--- config.mk ---
export PLATFORM = sky130hd
export DESIGN_NAME = block_bitmap_allocator
export DESIGN_NICKNAME = d
export VERILOG_FILES = /design/src/sv/bba_pkg.sv /design/src/sv/bba_ram.sv /design/src/sv/block_bitmap_allocator.sv
export VERILOG_INCLUDE_DIRS = /design/src /design/src/sv
export SDC_FILE = /design/constraint.sdc
export NUM_CORES = 1
export LEC_CHECK = 0
export BUFFER_PORTS_ARGS = -buffer_cell sky130_fd_sc_hd__clkbuf_2
export CORE_MARGIN = 2
export CORE_UTILIZATION = 35
export CTS_CLUSTER_DIAMETER = 80
export DETAILED_ROUTE_END_ITERATION = 6
export PLACE_DENSITY = 0.55
export SLEW_MARGIN = 40
export SYNTH_ARGS = -nofsm -noshare
export SYNTH_HDL_FRONTEND = slang
export SYNTH_SLANG_ARGS = --single-unit
--- constraint.sdc ---
create_clock -name clk -period 6.9 [get_ports clk]
set_input_delay 1.035 -clock clk [delete_from_list [all_inputs] [get_ports clk]]
set_output_delay 1.035 -clock clk [all_outputs]
set_load 0.1 [all_outputs]
--- src/sv/block_bitmap_allocator_macros.svh ---
// Assertion macros for the block bitmap allocator.
// Used by the top level; the clock is clk and the reset is arst_n.
`ifndef BLOCK_BITMAP_ALLOCATOR_MACROS_SVH
`define BLOCK_BITMAP_ALLOCATOR_MACROS_SVH

`ifndef SYNTHESIS

// Same-cycle implication.
`define BBA_ASSERT_IMPL(lbl, ante, cons, msg) \
	lbl: assert property (@(posedge clk) disable iff (!arst_n) (ante) |-> (cons)) \
		else $error(msg);

// Next-cycle implication.
`define BBA_ASSERT_NEXT(lbl, ante, cons, msg) \
	lbl: assert property (@(posedge clk) disable iff (!arst_n) (ante) |=> (cons)) \
		else $error(msg);

`else

`define BBA_ASSERT_IMPL(lbl, ante, cons, msg)
`define BBA_ASSERT_NEXT(lbl, ante, cons, msg)

`endif

`endif

--- src/sv/bba_pkg.sv ---
// Shared constants, request codes and helpers for the block bitmap allocator.
// No dependencies.
`timescale 1ns / 1ps
`default_nettype none

package bba_pkg;

	// Default geometry of the map.
	localparam int NUM_BLOCKS_DEF = 1024;
	localparam int WORD_BITS_DEF  = 8;

	// Widths of the request and result fields.
	localparam int KIND_W = 3;
	localparam int IDX_W  = 10;
	localparam int CNT_W  = 11;

	// Request codes.
	localparam logic [KIND_W-1:0] KIND_MARK_USED = 3'd0;
	localparam logic [KIND_W-1:0] KIND_MARK_FREE = 3'd1;
	localparam logic [KIND_W-1:0] KIND_TEST      = 3'd2;
	localparam logic [KIND_W-1:0] KIND_FIND      = 3'd3;
	localparam logic [KIND_W-1:0] KIND_CHECK     = 3'd4;

	// Number of bits needed to address a store of the given depth, at least one.
	function automatic int addr_w(input int depth);
		addr_w = (depth > 1) ? $clog2(depth) : 1;
	endfunction

endpackage

`default_nettype wire

--- src/sv/bba_ram.sv ---
// Generic single-clock RAM with one write port and one registered read port.
// Depends on bba_pkg for the address width helper.
`timescale 1ns / 1ps
`default_nettype none

module bba_ram #(
	parameter int WIDTH = 8,
	parameter int DEPTH = 128
) (
	input  wire logic                                  clk,
	input  wire logic                                  we,
	input  wire logic [bba_pkg::addr_w(DEPTH)-1:0]     waddr,
	input  wire logic [WIDTH-1:0]                      wdata,
	input  wire logic [bba_pkg::addr_w(DEPTH)-1:0]     raddr,
	output logic      [WIDTH-1:0]                      rdata
);
	import bba_pkg::*;

	logic [WIDTH-1:0] mem_q [DEPTH];

	// Write first in program order; a read of the same word returns the old word.
	always_ff @(posedge clk) begin
		if (we) begin
			mem_q[waddr] <= wdata;
		end
		rdata <= mem_q[raddr];
	end

endmodule

`default_nettype wire

--- src/sv/block_bitmap_allocator.sv ---
// Block bitmap allocator top level: sequencer around one map RAM (bba_ram, bba_pkg).
// Rejected, zero-count and unknown requests finish in the idle state; mark and test
// divide, read, modify and write back; check scans the whole map and find scans it
// until the first free block, the map read port scanning one word a cycle. A new
// request is taken only once the last one is done. Reset clears the map with busy
// high; done cannot be stalled.
`timescale 1ns / 1ps
`default_nettype none

`include "block_bitmap_allocator_macros.svh"

module block_bitmap_allocator #(
	parameter int NUM_BLOCKS = bba_pkg::NUM_BLOCKS_DEF,
	parameter int WORD_BITS  = bba_pkg::WORD_BITS_DEF
) (
	input  wire logic                        clk,
	input  wire logic                        arst_n,
	input  wire logic                        start,
	output logic                             busy,
	input  wire logic [bba_pkg::KIND_W-1:0]  kind,
	input  wire logic [bba_pkg::IDX_W-1:0]   block_index,
	input  wire logic [bba_pkg::CNT_W-1:0]   block_count,
	output logic                             done,
	output logic                             bit_used,
	output logic                             found,
	output logic      [bba_pkg::IDX_W-1:0]   found_index,
	output logic                             enough_free,
	output logic                             range_error
);
	import bba_pkg::*;

	// Map geometry and derived widths.
	localparam int MAP_WORDS   = (NUM_BLOCKS + WORD_BITS - 1) / WORD_BITS;
	localparam int AW          = addr_w(MAP_WORDS);
	localparam int SW          = addr_w(WORD_BITS);
	localparam int BW          = $clog2(NUM_BLOCKS + WORD_BITS + 1);
	localparam int CW          = $clog2(NUM_BLOCKS + 1);
	localparam int PW          = $clog2(WORD_BITS + 1);
	// Exact reciprocal for splitting a block index into word and bit.
	localparam int RECIP_SHIFT = IDX_W + $clog2(WORD_BITS) + 1;
	localparam int RECIP       = ((2 ** RECIP_SHIFT) + WORD_BITS - 1) / WORD_BITS;
	localparam int PROD_W      = IDX_W + RECIP_SHIFT + 1;
	localparam logic [AW-1:0] LAST_ADDR = AW'(MAP_WORDS - 1);

	typedef enum logic [2:0] {
		ST_CLEAR,
		ST_IDLE,
		ST_DIV,
		ST_ADDR,
		ST_MODIFY,
		ST_SCAN
	} state_t;

	state_t              state_q;
	logic [AW-1:0]       clr_addr_q;
	logic [KIND_W-1:0]   kind_q;
	logic [IDX_W-1:0]    idx_q;
	logic [CNT_W-1:0]    cnt_q;
	logic [IDX_W-1:0]    quot_q;
	logic [SW-1:0]       bitpos_q;
	logic [AW-1:0]       word_addr_q;
	logic [AW-1:0]       rd_addr_q;
	logic [BW-1:0]       rd_base_q;
	logic                issuing_q;
	logic                vld_s1;
	logic                last_s1;
	logic [BW-1:0]       base_s1;
	logic [CW-1:0]       free_cnt_q;

	logic                mem_we;
	logic [AW-1:0]       mem_waddr;
	logic [WORD_BITS-1:0] mem_wdata;
	logic [AW-1:0]       mem_raddr;
	logic [WORD_BITS-1:0] mem_rdata;

	logic [PROD_W-1:0]   recip_prod;
	logic [IDX_W-1:0]    quot_times_w;
	logic [IDX_W-1:0]    rem;
	logic [WORD_BITS-1:0] bit_mask;
	logic [WORD_BITS-1:0] in_range;
	logic [WORD_BITS-1:0] free_bits;
	logic [PW-1:0]       pop;
	logic [SW-1:0]       low;
	logic [CW-1:0]       cnt_sum;
	logic [BW-1:0]       hit_index;

	assign busy = (state_q != ST_IDLE);

	// Word and bit of the requested block: reciprocal multiply, then remainder.
	assign recip_prod   = PROD_W'(idx_q) * PROD_W'(RECIP);
	assign quot_times_w = quot_q * IDX_W'(WORD_BITS);
	assign rem          = idx_q - quot_times_w;
	assign bit_mask     = WORD_BITS'(1) << bitpos_q;

	// Free blocks of the word that has just been read, within the block range.
	always_comb begin
		in_range = '0;
		for (int s = 0; s < WORD_BITS; s++) begin
			in_range[s] = (32'(base_s1) + 32'(s)) < 32'(NUM_BLOCKS);
		end
		free_bits = ~mem_rdata & in_range;
		pop = '0;
		low = '0;
		for (int s = WORD_BITS - 1; s >= 0; s--) begin
			pop = pop + PW'(free_bits[s]);
			if (free_bits[s]) begin
				low = SW'(s);
			end
		end
		cnt_sum   = free_cnt_q + CW'(pop);
		hit_index = base_s1 + BW'(low);
	end

	// Map RAM access: clearing pass, write back of a mark, reads for lookups.
	always_comb begin
		mem_we    = 1'b0;
		mem_waddr = word_addr_q;
		mem_wdata = (kind_q == KIND_MARK_USED) ? (mem_rdata | bit_mask)
		                                       : (mem_rdata & ~bit_mask);
		mem_raddr = rd_addr_q;
		case (state_q)
			ST_CLEAR: begin
				mem_we    = 1'b1;
				mem_waddr = clr_addr_q;
				mem_wdata = '0;
			end
			ST_ADDR: begin
				mem_raddr = AW'(quot_q);
			end
			ST_MODIFY: begin
				mem_we = (kind_q == KIND_MARK_USED) || (kind_q == KIND_MARK_FREE);
			end
			default: begin
			end
		endcase
	end

	bba_ram #(
		.WIDTH (WORD_BITS),
		.DEPTH (MAP_WORDS)
	) u_map (
		.clk   (clk),
		.we    (mem_we),
		.waddr (mem_waddr),
		.wdata (mem_wdata),
		.raddr (mem_raddr),
		.rdata (mem_rdata)
	);

	// Sequencer with registered result word.
	always_ff @(posedge clk or negedge arst_n) begin
		if (!arst_n) begin
			state_q     <= ST_CLEAR;
			clr_addr_q  <= '0;
			kind_q      <= '0;
			idx_q       <= '0;
			cnt_q       <= '0;
			quot_q      <= '0;
			bitpos_q    <= '0;
			word_addr_q <= '0;
			rd_addr_q   <= '0;
			rd_base_q   <= '0;
			issuing_q   <= 1'b0;
			vld_s1      <= 1'b0;
			last_s1     <= 1'b0;
			base_s1     <= '0;
			free_cnt_q  <= '0;
			done        <= 1'b0;
			bit_used    <= 1'b0;
			found       <= 1'b0;
			found_index <= '0;
			enough_free <= 1'b0;
			range_error <= 1'b0;
		end else begin
			// A result word lasts a single cycle.
			done        <= 1'b0;
			bit_used    <= 1'b0;
			found       <= 1'b0;
			found_index <= '0;
			enough_free <= 1'b0;
			range_error <= 1'b0;
			case (state_q)
				ST_CLEAR: begin
					clr_addr_q <= clr_addr_q + AW'(1);
					if (clr_addr_q == LAST_ADDR) begin
						state_q <= ST_IDLE;
					end
				end
				ST_IDLE: begin
					if (start) begin
						kind_q     <= kind;
						idx_q      <= block_index;
						cnt_q      <= block_count;
						rd_addr_q  <= '0;
						rd_base_q  <= '0;
						issuing_q  <= 1'b1;
						vld_s1     <= 1'b0;
						free_cnt_q <= '0;
						case (kind)
							KIND_MARK_USED, KIND_MARK_FREE, KIND_TEST: begin
								if (32'(block_index) >= 32'(NUM_BLOCKS)) begin
									done        <= 1'b1;
									range_error <= 1'b1;
								end else begin
									state_q <= ST_DIV;
								end
							end
							KIND_FIND: begin
								state_q <= ST_SCAN;
							end
							KIND_CHECK: begin
								if (32'(block_count) > 32'(NUM_BLOCKS)) begin
									done        <= 1'b1;
									range_error <= 1'b1;
								end else if (block_count == '0) begin
									done        <= 1'b1;
									enough_free <= 1'b1;
								end else begin
									state_q <= ST_SCAN;
								end
							end
							default: begin
								done <= 1'b1;
							end
						endcase
					end
				end
				ST_DIV: begin
					quot_q  <= recip_prod[RECIP_SHIFT +: IDX_W];
					state_q <= ST_ADDR;
				end
				ST_ADDR: begin
					// The map read of the word is issued in this cycle.
					bitpos_q    <= rem[SW-1:0];
					word_addr_q <= AW'(quot_q);
					state_q     <= ST_MODIFY;
				end
				ST_MODIFY: begin
					done     <= 1'b1;
					bit_used <= (kind_q == KIND_TEST) && mem_rdata[bitpos_q];
					state_q  <= ST_IDLE;
				end
				ST_SCAN: begin
					// Issue one read a cycle until the last word.
					vld_s1  <= issuing_q;
					last_s1 <= (rd_addr_q == LAST_ADDR);
					base_s1 <= rd_base_q;
					if (issuing_q) begin
						rd_addr_q <= rd_addr_q + AW'(1);
						rd_base_q <= rd_base_q + BW'(WORD_BITS);
						if (rd_addr_q == LAST_ADDR) begin
							issuing_q <= 1'b0;
						end
					end
					// Evaluate the word read in the previous cycle.
					if (vld_s1) begin
						free_cnt_q <= cnt_sum;
						if (kind_q == KIND_FIND) begin
							if (free_bits != '0) begin
								done        <= 1'b1;
								found       <= 1'b1;
								found_index <= IDX_W'(hit_index);
								state_q     <= ST_IDLE;
							end else if (last_s1) begin
								done    <= 1'b1;
								state_q <= ST_IDLE;
							end
						end else if (last_s1) begin
							done        <= 1'b1;
							enough_free <= (32'(cnt_sum) >= 32'(cnt_q));
							state_q     <= ST_IDLE;
						end
					end
				end
				default: begin
					state_q <= ST_IDLE;
				end
			endcase
		end
	end

	// The map is written only by the clearing pass or by a mark write back.
	`BBA_ASSERT_IMPL(a_we_phase, mem_we, (state_q == ST_CLEAR) || (state_q == ST_MODIFY), "map written outside clear or modify")
	// Any flag of a result appears only with the strobe.
	`BBA_ASSERT_IMPL(a_flags_done, bit_used || found || enough_free || range_error, done, "result flag without strobe")
	// Every request has finished by the cycle its result word is shown.
	`BBA_ASSERT_IMPL(a_done_idle, done, !busy, "result strobed while still busy")
	// A find request always starts a scan of the map.
	`BBA_ASSERT_NEXT(a_find_scan, start && !busy && (kind == KIND_FIND), state_q == ST_SCAN, "find did not start a scan")

endmodule

`default_nettype wire

* Word-level counts from Yosys, hierarchy flattened
Memories as Yosys holds them, arrays and structs flattened. A register that Yosys moved wholly into a read port is not among the register bits.
Index checks and enable logic that the tools add are counted.
** Word-level totals
- Flip-flop bits (word level) :: 109
- Memory bits (writable) :: 1024
- Output and inout port bits :: 16
- Memories :: 1
** Memory list
- u_map.mem_q :: words 128, bits a word 8, read ports 1, clocked after memory_dff 1, wr ports 1, RTL line bba_ram.sv:19 : logic [WIDTH-1:0] mem_q [DEPTH];
** Cells by class
- $add $sub $neg :: 20
- Order comparisons :: 11
- Equal/unequal tests :: 22
- Shifts and indexed selects :: 1
- Multiplexer cells :: 70
- Bitwise gates (word level) :: 5
- Reductions and logical operators :: 15
** Operator list (number)
- $lt A12 B11 Y1 const B :: 7
- $add A11 B3 Y12 const B :: 4
- $mux W3 :: 16
- $pmux W11 S2 :: 2
- $mux W10 :: 4
- $mux W11 :: 3
- $mux W1 :: 29
- $mux W7 :: 4
- $add A11 B2 Y12 const B :: 2
- $eq A3 B2 Y1 const B :: 6
- $add A4 B1 Y4 :: 4
- $and A8 B8 Y8 :: 2
- $mux W8 :: 2
- $not A8 Y8 :: 2
- $pmux W3 S5 :: 1
- $add A7 B1 Y7 const B :: 2
- $eq A7 B7 Y1 const B :: 2
- $pmux W7 S2 :: 1
- $add A11 B1 Y12 const B :: 1
- $add A11 B4 Y11 :: 1
- $add A11 B4 Y11 const B :: 1
- $ge A11 B11 Y1 :: 1
- $gt A11 B11 Y1 const B :: 1
- $logic_not A11 Y1 :: 1
- other kinds (29) :: 45

* Depth between registers and ports, before layout
Gate-level depths: netlist of the first run.
- Depth after elaboration :: 16
- Depth in mapped cells :: 19

* Hierarchy
A second synthesis of the first run with hierarchy kept.
** Unflattened totals
- Cells, all modules :: 2236
- Area total of the unflattened synthesis :: 45260.9 µm²
** Modules (own cells, without submodules)
- bba_ram :: instances 1, cells each 1635, area each 39665.5 µm², sequential area each 30909.6 µm²
- block_bitmap_allocator :: instances 1, cells each 601, area each 5595.4 µm², sequential area each 2577.5 µm²

* Worst setup path before layout of the first run
Ideal clock, no wire load.
- Kind :: register to register
- Start point :: reg state_q[2]
- End point :: mem u_map.mem_q[0][1] (data pin)
- Arrival time :: 4.607 ns
- Required time :: 6.009 ns
- Path slack :: 1.402 ns
- Cell stages (with the launch flop) :: 6
- Path through :: dfrtp_1 clkbuf_1 nor3_1 clkbuf_1 buf_1 a21oi_1
** On the way
- Longest elaborated chain between the ends :: 2
** Ends and longest elaborated chain
- start, declared :: RTL line block_bitmap_allocator.sv:54 : state_t state_q;
- start signal, assigned :: RTL line block_bitmap_allocator.sv:153 : state_q <= ST_CLEAR;
- start signal, assigned :: RTL line block_bitmap_allocator.sv:186 : state_q <= ST_IDLE;
- start signal, assigned :: RTL line block_bitmap_allocator.sv:205 : state_q <= ST_DIV;
- $logic_not A3 Y1 :: RTL line block_bitmap_allocator.sv:121 : case (state_q)
- $mux W8 :: RTL line block_bitmap_allocator.sv:121
- net mem_wdata[1] :: RTL line block_bitmap_allocator.sv:72 : logic [WORD_BITS-1:0] mem_wdata;
- end, declared :: RTL line bba_ram.sv:19
The timed path passes the listed nets, and every way through them passes these cells.

* Final worst setup path of the first run
- Start point :: reg base_s1[10]
- End point :: reg enough_free
** On the way
- Longest elaborated chain between the ends :: 16
- Elaborated cells between the ends (all ways) :: 29
- Those cells by class :: 15 x add/sub; 9 x order compare; 4 x mux; 1 x bitwise
** Ends and longest elaborated chain
- start, declared :: RTL line block_bitmap_allocator.sv:67 : logic [BW-1:0] base_s1;
- start signal, assigned :: RTL line block_bitmap_allocator.sv:247 : base_s1 <= rd_base_q;
- $add A11 B3 Y12 :: RTL line block_bitmap_allocator.sv:99 : in_range[s] = (32'(base_s1) + 32'(s)) < 32'(NUM_BLOCKS);
- $lt A12 B11 Y1 :: RTL line block_bitmap_allocator.sv:99
- $and A8 B8 Y8 (*) :: RTL line block_bitmap_allocator.sv:101 : free_bits = ~mem_rdata & in_range;
- $add A1 B1 Y2 :: RTL line block_bitmap_allocator.sv:105 : pop = pop + PW'(free_bits[s]);
- $add A2 B1 Y3 :: RTL line block_bitmap_allocator.sv:105
- $add A3 B1 Y4 :: RTL line block_bitmap_allocator.sv:105
- $add A4 B1 Y4 (3 in a row) :: RTL line block_bitmap_allocator.sv:105
- $add A4 B1 Y4 (*) :: RTL line block_bitmap_allocator.sv:105
- $add A11 B4 Y11 (*) :: RTL line block_bitmap_allocator.sv:110 : cnt_sum = free_cnt_q + CW'(pop);
- $ge A11 B11 Y1 (*) :: RTL line block_bitmap_allocator.sv:270 : enough_free <= (32'(cnt_sum) >= 32'(cnt_q));
- $mux W1 (*) :: RTL line block_bitmap_allocator.sv:268 : end else if (last_s1) begin
- $mux W1 (*) :: RTL line block_bitmap_allocator.sv:258 : if (kind_q == KIND_FIND) begin
- $mux W1 (*) :: RTL line block_bitmap_allocator.sv:256 : if (vld_s1) begin
- $pmux W1 S2 (*) :: RTL line block_bitmap_allocator.sv:182 : case (state_q)
- end signal, assigned :: RTL line block_bitmap_allocator.sv:270
- end, declared :: RTL line block_bitmap_allocator.sv:27 : output logic enough_free,
Every way passes the cells marked *; elsewhere a longest branch is shown, timed or not.
A chain may end at the register's enable or synchronous reset.

==> results of run 1 <==
## cells in the mapped netlist (10+ instances only)
| library cell | instances | share of area |
|---|---|---|
| a21o_1 | 13 | 0.0021 |
| a21oi_1 | 53 | 0.0058 |
| a221oi_1 | 12 | 0.0023 |
| a22o_1 | 39 | 0.0074 |
| a22oi_1 | 47 | 0.0077 |
| a31oi_1 | 35 | 0.0048 |
| and2_1 | 20 | 0.0027 |
| buf_2 | 52 | 0.0057 |
| buf_4 | 10 | 0.0016 |
| buf_6 | 14 | 0.0034 |
| clkbuf_1 | 53 | 0.0043 |
| dfrtp_1 | 103 | 0.056 |
| edfxtp_1 | 1024 | 0.67 |
| ha_1 | 21 | 0.0057 |
| inv_1 | 25 | 0.0020 |
| mux2_2 | 29 | 0.0071 |
| mux2i_1 | 212 | 0.046 |
| mux4_2 | 129 | 0.063 |
| nand2_1 | 324 | 0.027 |
| nand3_1 | 62 | 0.0068 |
| nand3b_1 | 15 | 0.0025 |
| nor2_1 | 191 | 0.016 |
| nor3_1 | 18 | 0.0020 |
| o21ai_0 | 36 | 0.0039 |
| o221ai_1 | 45 | 0.0086 |
| xnor2_1 | 12 | 0.0023 |
| xor2_1 | 16 | 0.0031 |
## layer usage
metal / vias up / track usage / wire (um)
met5: - / 0 / 8
met4: 2 / 0.0541 / 3730
met3: 206 / 0.0296 / 7770
met2: 840 / 0.272 / 54800
met1: 13100 / 0.244 / 51200
li1: 10900 / - / -
## worst paths after layout
| check | start | end | cells after the start |
|---|---|---|---|
| max reg2reg | base_s1[10]$_DFFE_PN0P_ | enough_free$_DFF_PN0_ | 18 |
| min | arst_n | idx_q[9]$_DFFE_PN0P_ | 1 |
| min in group clk | base_s1[9]$_DFFE_PN0P_ | base_s1[9]$_DFFE_PN0P_ | 2 |
| max in group asynchronous | arst_n | free_cnt_q[6]$_DFFE_PN0P_ | 2 |
| max | base_s1[10]$_DFFE_PN0P_ | enough_free$_DFF_PN0_ | 18 |
| min reg2reg | base_s1[9]$_DFFE_PN0P_ | base_s1[9]$_DFFE_PN0P_ | 2 |
## critical path: stages (launching register included)
cell	delay, ns
dfrtp_1	0.48
nor2_1	0.30
fa_1	0.47
inv_1	0.09
fa_1	0.41
fa_1	0.55
inv_1	0.06
fa_1	0.45
fa_1	0.41
a21o_1	0.19
a21o_1	0.22
and3_1	0.24
and3_1	0.24
xor2_1	0.16
ha_1	0.20
a211oi_1	0.25
nand2_1	0.08
a31oi_1	0.13
o21ai_0	0.11
## metrics by stage
stage | utilization | instance area (sq um) | hold WS (ns) | setup WS [ns]
global route | 0.400 | 52000 | 0.334 | 1.41
finish | 0.400 | 52000 | 0.313 | 1.73
floorplan | - | 45900 | 0.435 | 1.40
detailed placement | 0.371 | 48200 | 0.458 | 1.73
global placement | 0.370 | 48000 | 0.457 | 1.65
CTS | 0.399 | 51800 | 0.293 | 1.72
## power by group
group          total (W)  switching [W]  internal [W]
Sequential       0.00944       0.000283       0.00915
Clock            0.00599        0.00262       0.00337
Combinational    0.00591        0.00416       0.00175
Total             0.0213        0.00706        0.0143
## registers in the layout, summed over array words and instances, names as in the netlist, 3 cells and up
register,count
rd_base_q,8
found_index,10
quot_q,7
cnt_q,11
word_addr_q,7
u_map.rdata,8
base_s1,8
clr_addr_q,7
idx_q,10
free_cnt_q,11
u_map.mem_q,1024
kind_q,3
rd_addr_q,7
bitpos_q,3
state_q,3
## kinds of logic after synthesis
family / after synthesis / share of synthesized area
adder cells (fa/ha/maj): 26 / 0.00791
flip-flops: 1135 / 0.730
other: 1 / 0.0000818
AO/OA/AOI/OAI: 336 / 0.0533
AND/OR/NAND/NOR: 686 / 0.0652
XOR/XNOR: 28 / 0.00535
multiplexers: 372 / 0.118
buffers and inverters: 169 / 0.0202
## cell type report
cell class,instances,share of cell area
Timing Repair Buffer,98,0.0150
Clock inverter,63,0.0108
Clock buffer,146,0.0584
Tap cell,1742,0.0420
Multi-Input combinational cell,1449,0.227
Inverter,25,0.00181
Sequential cell,1135,0.645
==> summary.md, run 1 <==
| Metric | Value |
|---|---|
| Drt initial violations | 2504 |
| Clock Path Buffers | 3 |
| CTS Hold Bufs | 0 |
| Register Area | 33500 sq um |
| Placed Cells | 4446 |
| Crit path kind | reg2reg |
| Post-route insts no fill | 4658 |
| Gr ovfl total | 0 |
| Initial antenna violation count | 3 |
| Sink Count | 1135 |
| Synthesis-to-finish area growth | 13.3% |
| TritonCTS buffer count | 116 |
| Largest net degree at the start of global routing | 97 |
| # setup viols final | 0 |
| Worst-path clk slew | 0.06 ns |
| Commonest non-fill, non-tap cells in the layout | 1024 x edfxtp_1, 324 x nand2_1, 210 x mux2i_1, 129 x mux4_2, 118 x clkbuf_16 |
| Slew HR | 0.372 |
| Ant diodes | 0 |
| Cts repair resizes | 0 |
| H-Tree Level Count | 3 |
| Starting density of the core | 0.353 |
| Total vias in the final route | 25100 |
| CP Capture Type | flip-flop |
| Final Skew | 0.0317 ns |
| Layout cells sized above 1 | 0.182 |
| Die height | 366 um |
| Status | complete, no violations |
| # nets final | 2878 |
| Final WL | 117000 um |
| Die area | 134000 sq um |
| Power per cell area | 411 nW/um^2 |
| Clk_lat worst skew | 0.71 ns |
| Setup Fix Bufs, Post-CTS | 0 |
| Synth Instances | 2753 |
| Antenna viol nets, final | 0 |
| Synth Warn # | 0 |
| Post-synthesis sequential area ratio | 0.730 |
| Setup_tns | 0 ns |
| DR WL/cell | 25.2 um |
| Num rows | 132 |
| Top_reg_cell synth | edfxtp_1 |
| Final Total Pwr | 0.0213 W |
| Mapped cell area | 45900 sq um |
| Slack of the worst reg-to-reg path | 1.73 ns |
| RSZ-0062 raised after global routing | no |
| 1st-pass router iterations | 6 |
| Fillers | 11700 |
| Post-synth EDFFs | 1024 |
| Area of the core | 130000 sq um |
| CTS tree | done |
| P_leak | 18.0 nW |
| Die W | 366 um |
| Worst-path fanout max | 11 |
| Worst setup SP type | flip-flop |
| Max Slew Vio Count | 0 |
| Hold Fails Final Rpt | 0 |
| I/O pins | 43 |
| Total GRT Usage | 0.173 |
| Worst IR Drop VDD | 0.000261 V |
| Clk root buf | clkbuf_16 |
| Number of remaining DRC errors | 0 |
| Final Wtd Congestion | 0.832 |
| Crit share post-route | 0.749 |
| Worst EP required | 7.47 ns |
| First-pass GRT wire length | 173000 um |
| Number of port buffers | 42 |
| Vias in the first global route | 25300 |
| Syn Area/Cell | 16.7 sq um |
| Most common cell after layout, fill and taps aside | edfxtp_1 |
| Data arrival, critical path | 5.73 ns |
| Post-DR vias/cell | 5.38 |
| HP Class | in2async |
| Crit path time final | 5.17 ns |
| Hpwl dp | 73200 um |
| Unique masters post-synth | 67 |
| Worst Max-Slew Pin Slew | 0.941 ns |
| Max cap viols | 0 |
| Multi-input combinational cell area | 11800 sq um |
| Max Clock Freq | 194 MHz |
| Synthesized netlist net count | 2806 |
| Synth async-reset ratio | 0.0907 |
| FF+latch count, synth | 1135 |
No activity file was read; power rests on OpenSTA's default activity.
==> inputs of run 2 (changes only) <==
--- a/config.mk
+++ b/config.mk
@@ -6,12 +6,13 @@
 export SDC_FILE = /design/constraint.sdc
 export NUM_CORES = 1
 export LEC_CHECK = 0
+export ABC_AREA = 1
 export BUFFER_PORTS_ARGS = -buffer_cell sky130_fd_sc_hd__clkbuf_2
 export CORE_MARGIN = 2
 export CORE_UTILIZATION = 35
 export CTS_CLUSTER_DIAMETER = 80
 export DETAILED_ROUTE_END_ITERATION = 6
-export PLACE_DENSITY = 0.55
+export PLACE_DENSITY = 0.57
 export SLEW_MARGIN = 40
 export SYNTH_ARGS = -nofsm -noshare
 export SYNTH_HDL_FRONTEND = slang
==> constraint.sdc (replaced) <==
create_clock -name clk -period 4.65 [get_ports clk]
set_input_delay 0.6975 -clock clk [delete_from_list [all_inputs] [get_ports clk]]
set_output_delay 0.6975 -clock clk [all_outputs]
set_load 0.1 [all_outputs]
==> summary.md, run 2 <==
| Metric | Value |
|---|---|
| CP Capture Type | flip-flop |
| Mapped cell area | 50600 sq um |
| Synth Warn # | 0 |
| Post-synthesis sequential area ratio | 0.662 |
| Unique masters post-synth | 46 |
| Placed Cells | 6919 |
| Crit path kind | reg2reg |
| CTS tree | done |
| Post-DR vias/cell | 4.84 |
| Psw | 0.0159 W |
| RSZ-0062 raised after global routing | yes |
| Hpwl dp | 81100 um |
| Max cap viols | 0 |
| Clk_lat worst skew | 0.73 ns |
| Main area contributors after synthesis | edfxtp_1 61%, nand3_1 9.6%, nand2_1 9.5% |
| Synthesized netlist net count | 5135 |
| Gr ovfl total | 0 |
| Die area | 148000 sq um |
| Most frequent cell after synthesis | nand2_1 |
| Layout cells sized above 1 | 0.0778 |
| List of most frequent post-synthesis cells | 1277 x nand2_1, 1024 x edfxtp_1, 974 x inv_1, 968 x nand3_1, 211 x nor2_1 |
| Cell internal pwr | 0.0233 W |
| Clock Power Share | 0.242 |
| Die W | 384 um |
| Final Skew | 0.0348 ns |
| Final Total Pwr | 0.0392 W |
| Worst-path fanout max | 3 |
| P_leak | 24.3 nW |
| Biggest regs | u_map.mem_q: 1024 flops, cnt_q: 11 flops, free_cnt_q: 11 flops |
| Synthesis-to-finish area growth | 14.1% |
| # setup viols final | 0 |
| Antenna viol nets, final | 0 |
| Worst setup SP type | flip-flop |
| Number of port buffers | 42 |
| Max FFs per register | 1024 |
| DR WL/cell | 19.0 um |
| Status | complete, no violations |
| Power per cell area | 679 nW/um^2 |
| Top_reg_cell synth | edfxtp_1 |
| Starting density of the core | 0.353 |
| Final Cell Area | 57700 sq um |
| Cell taking the most area after synthesis | edfxtp_1 |
| Area of the core | 143000 sq um |
| Slew HR | 0.380 |
| Crit share post-route | 0.985 |
| Synth async-reset ratio | 0.0907 |
| Worst Max-Slew Pin Slew | 0.926 ns |
| Post-synth EDFFs | 1024 |
| Max Slew Vio Count | 0 |
| Max Clock Freq | 218 MHz |
| Hold Fails Final Rpt | 0 |
| H-Tree Level Count | 3 |
| Initial antenna violation count | 2 |
| Register name with the most flops | u_map.mem_q |
| Clk root buf | clkbuf_16 |
| TritonCTS buffer count | 119 |
| Total vias in the final route | 34600 |
| Most common cell after layout, fill and taps aside | nand2_1 |
| Data arrival, critical path | 5.17 ns |
| Largest net degree at the start of global routing | 129 |
| Power share of the sequential group | 0.360 |
| Gate power share | 0.398 |
| HP Class | in2reg |
| 1st-pass router iterations | 6 |
| FF+latch count, synth | 1135 |
| Drt initial violations | 3414 |
| Syn Area/Cell | 9.96 sq um |
| Crit path time final | 4.58 ns |
| CP max stage cell | fa_1 |
| Critical Path Max Stage Delay | 0.54 ns |
| I/O pins | 43 |
| Total GRT Usage | 0.183 |
| First-pass GRT wire length | 205000 um |
| Area after DPL | 53700 sq um |
| Worst path most repeated cell | fa_1 |
| Num rows | 139 |
| Commonest non-fill, non-tap cells in the layout | 1271 x nand2_1, 1024 x edfxtp_1, 972 x inv_1, 967 x nand3_1, 200 x nor2_1 |
| Worst EP required | 5.24 ns |
| Final Wtd Congestion | 0.857 |
| Worst IR Drop VDD | 0.000558 V |
| Vias in the first global route | 33100 |
| Sw Share | 0.406 |
| Critical Path, Cell by Cell | nor2_4 -> fa_1 -> inv_1 -> fa_1 -> fa_1 -> inv_2 -> fa_2 -> fa_2 -> nand3_2 -> nand2_2 -> nand2_4 -> nor4_2 -> and3_1 -> xor2_1 -> inv_1 -> ha_4 -> a21oi_2 -> o21a_1 -> nand4_1 -> nand4_1 -> o21ai_1 |
| Sink Count | 1135 |
| Yosys top cell area share | 0.608 |
| Final WL | 136000 um |
| Synth Instances | 5082 |
| Final Util | 0.402 |
| # nets final | 5195 |
| Ant diodes | 0 |
| Worst-path clk slew | 0.06 ns |
| Number of remaining DRC errors | 0 |
| Die height | 384 um |
| Post-route insts no fill | 7144 |
| Clock Path Buffers | 3 |
==> run 2: timing repair <==
action	4_1_cts	5_1_grt
setup endpoints to repair	1	1
setup buffers	2	2
pin swaps	5	9
gates resized for setup	7	12
gates cloned	0	0
hold buffers	1	0
endpoints found under the hold margin	34	0
==> run 2: critical path: cells and delay by family (launching register included) <==
family / cells / cell delay (ns)
adder cells (fa/ha/maj): 6 / 2.42
XOR/XNOR: 1 / 0.20
AO/OA/AOI/OAI: 3 / 0.33
AND/OR/NAND/NOR: 8 / 0.82
flip-flops: 1 / 0.44
buffers and inverters: 3 / 0.23
==> run 2: per-stage QoR <==
step / setup TNS (ns) / hold WS [ns] / setup WS, ns
final: 0 / 0.174 / 0.0682
after floorplan: -26.99 / 0.402 / -0.105
after global routing: -0.236 / 0.152 / -0.236
after CTS: 0 / 0.133 / 0.0332
after global placement: -0.189 / 0.458 / -0.189
after detailed placement: -0.235 / 0.454 / -0.235
==> run 2: per-layer routing <==
layer / up-vias / wire length, um / GRT usage
li1: 16600 / - / -
met1: 16700 / 59500 / 0.255
met2: 1099 / 62400 / 0.289
met3: 234 / 9450 / 0.0306
met4: 4 / 4480 / 0.0611
met5: - / 23 / 0
==> run 2: area by class of cell <==
cell class / count / area, sq um
clock buffer: 153 / 3170
clock inverter: 67 / 686
fill: 13800 / 85800
inverter: 981 / 3690
multi-input combinational: 2718 / 12500
sequential: 1135 / 33500
tap: 1903 / 2380
timing repair buffer: 187 / 1780
==> run 2: power by group through the flow <==
stage          Clock, W  Combinational (W)  Sequential (W)
2_1_floorplan         0            0.00885          0.0145
3_3_place_gp          0             0.0153          0.0143
3_5_place_dp          0             0.0155          0.0143
4_1_cts         0.00961             0.0156          0.0141
5_1_grt         0.00999             0.0171          0.0142
6_report        0.00947             0.0156          0.0141
==> run 2: cells by family after synthesis <==
family / share of synthesized area
AND/OR/NAND/NOR: 0.217
adder cells (fa/ha/maj): 0.00717
XOR/XNOR: 0.00225
AO/OA/AOI/OAI: 0.0154
other: 0.0000741
flip-flops: 0.662
buffers and inverters: 0.0959
==> run 2: path summary, 6_finish.rpt <==
path,start,to,slack [ns],cells after the start
worst max-delay path,base_s1[10]$_DFFE_PN0P_,enough_free$_DFF_PN0_,0.07,21
worst max register to register,base_s1[10]$_DFFE_PN0P_,enough_free$_DFF_PN0_,0.07,21
min in group asynchronous,arst_n,found_index[9]$_DFF_PN0_,0.56,2
worst min register to register,vld_s1$_DFFE_PN0P_,state_q[2]$_DFFE_PN0P_,0.47,1
max in group asynchronous,arst_n,base_s1[10]$_DFFE_PN0P_,3.16,3
worst min-delay path,block_index[3],idx_q[3]$_DFFE_PN0P_,0.17,3
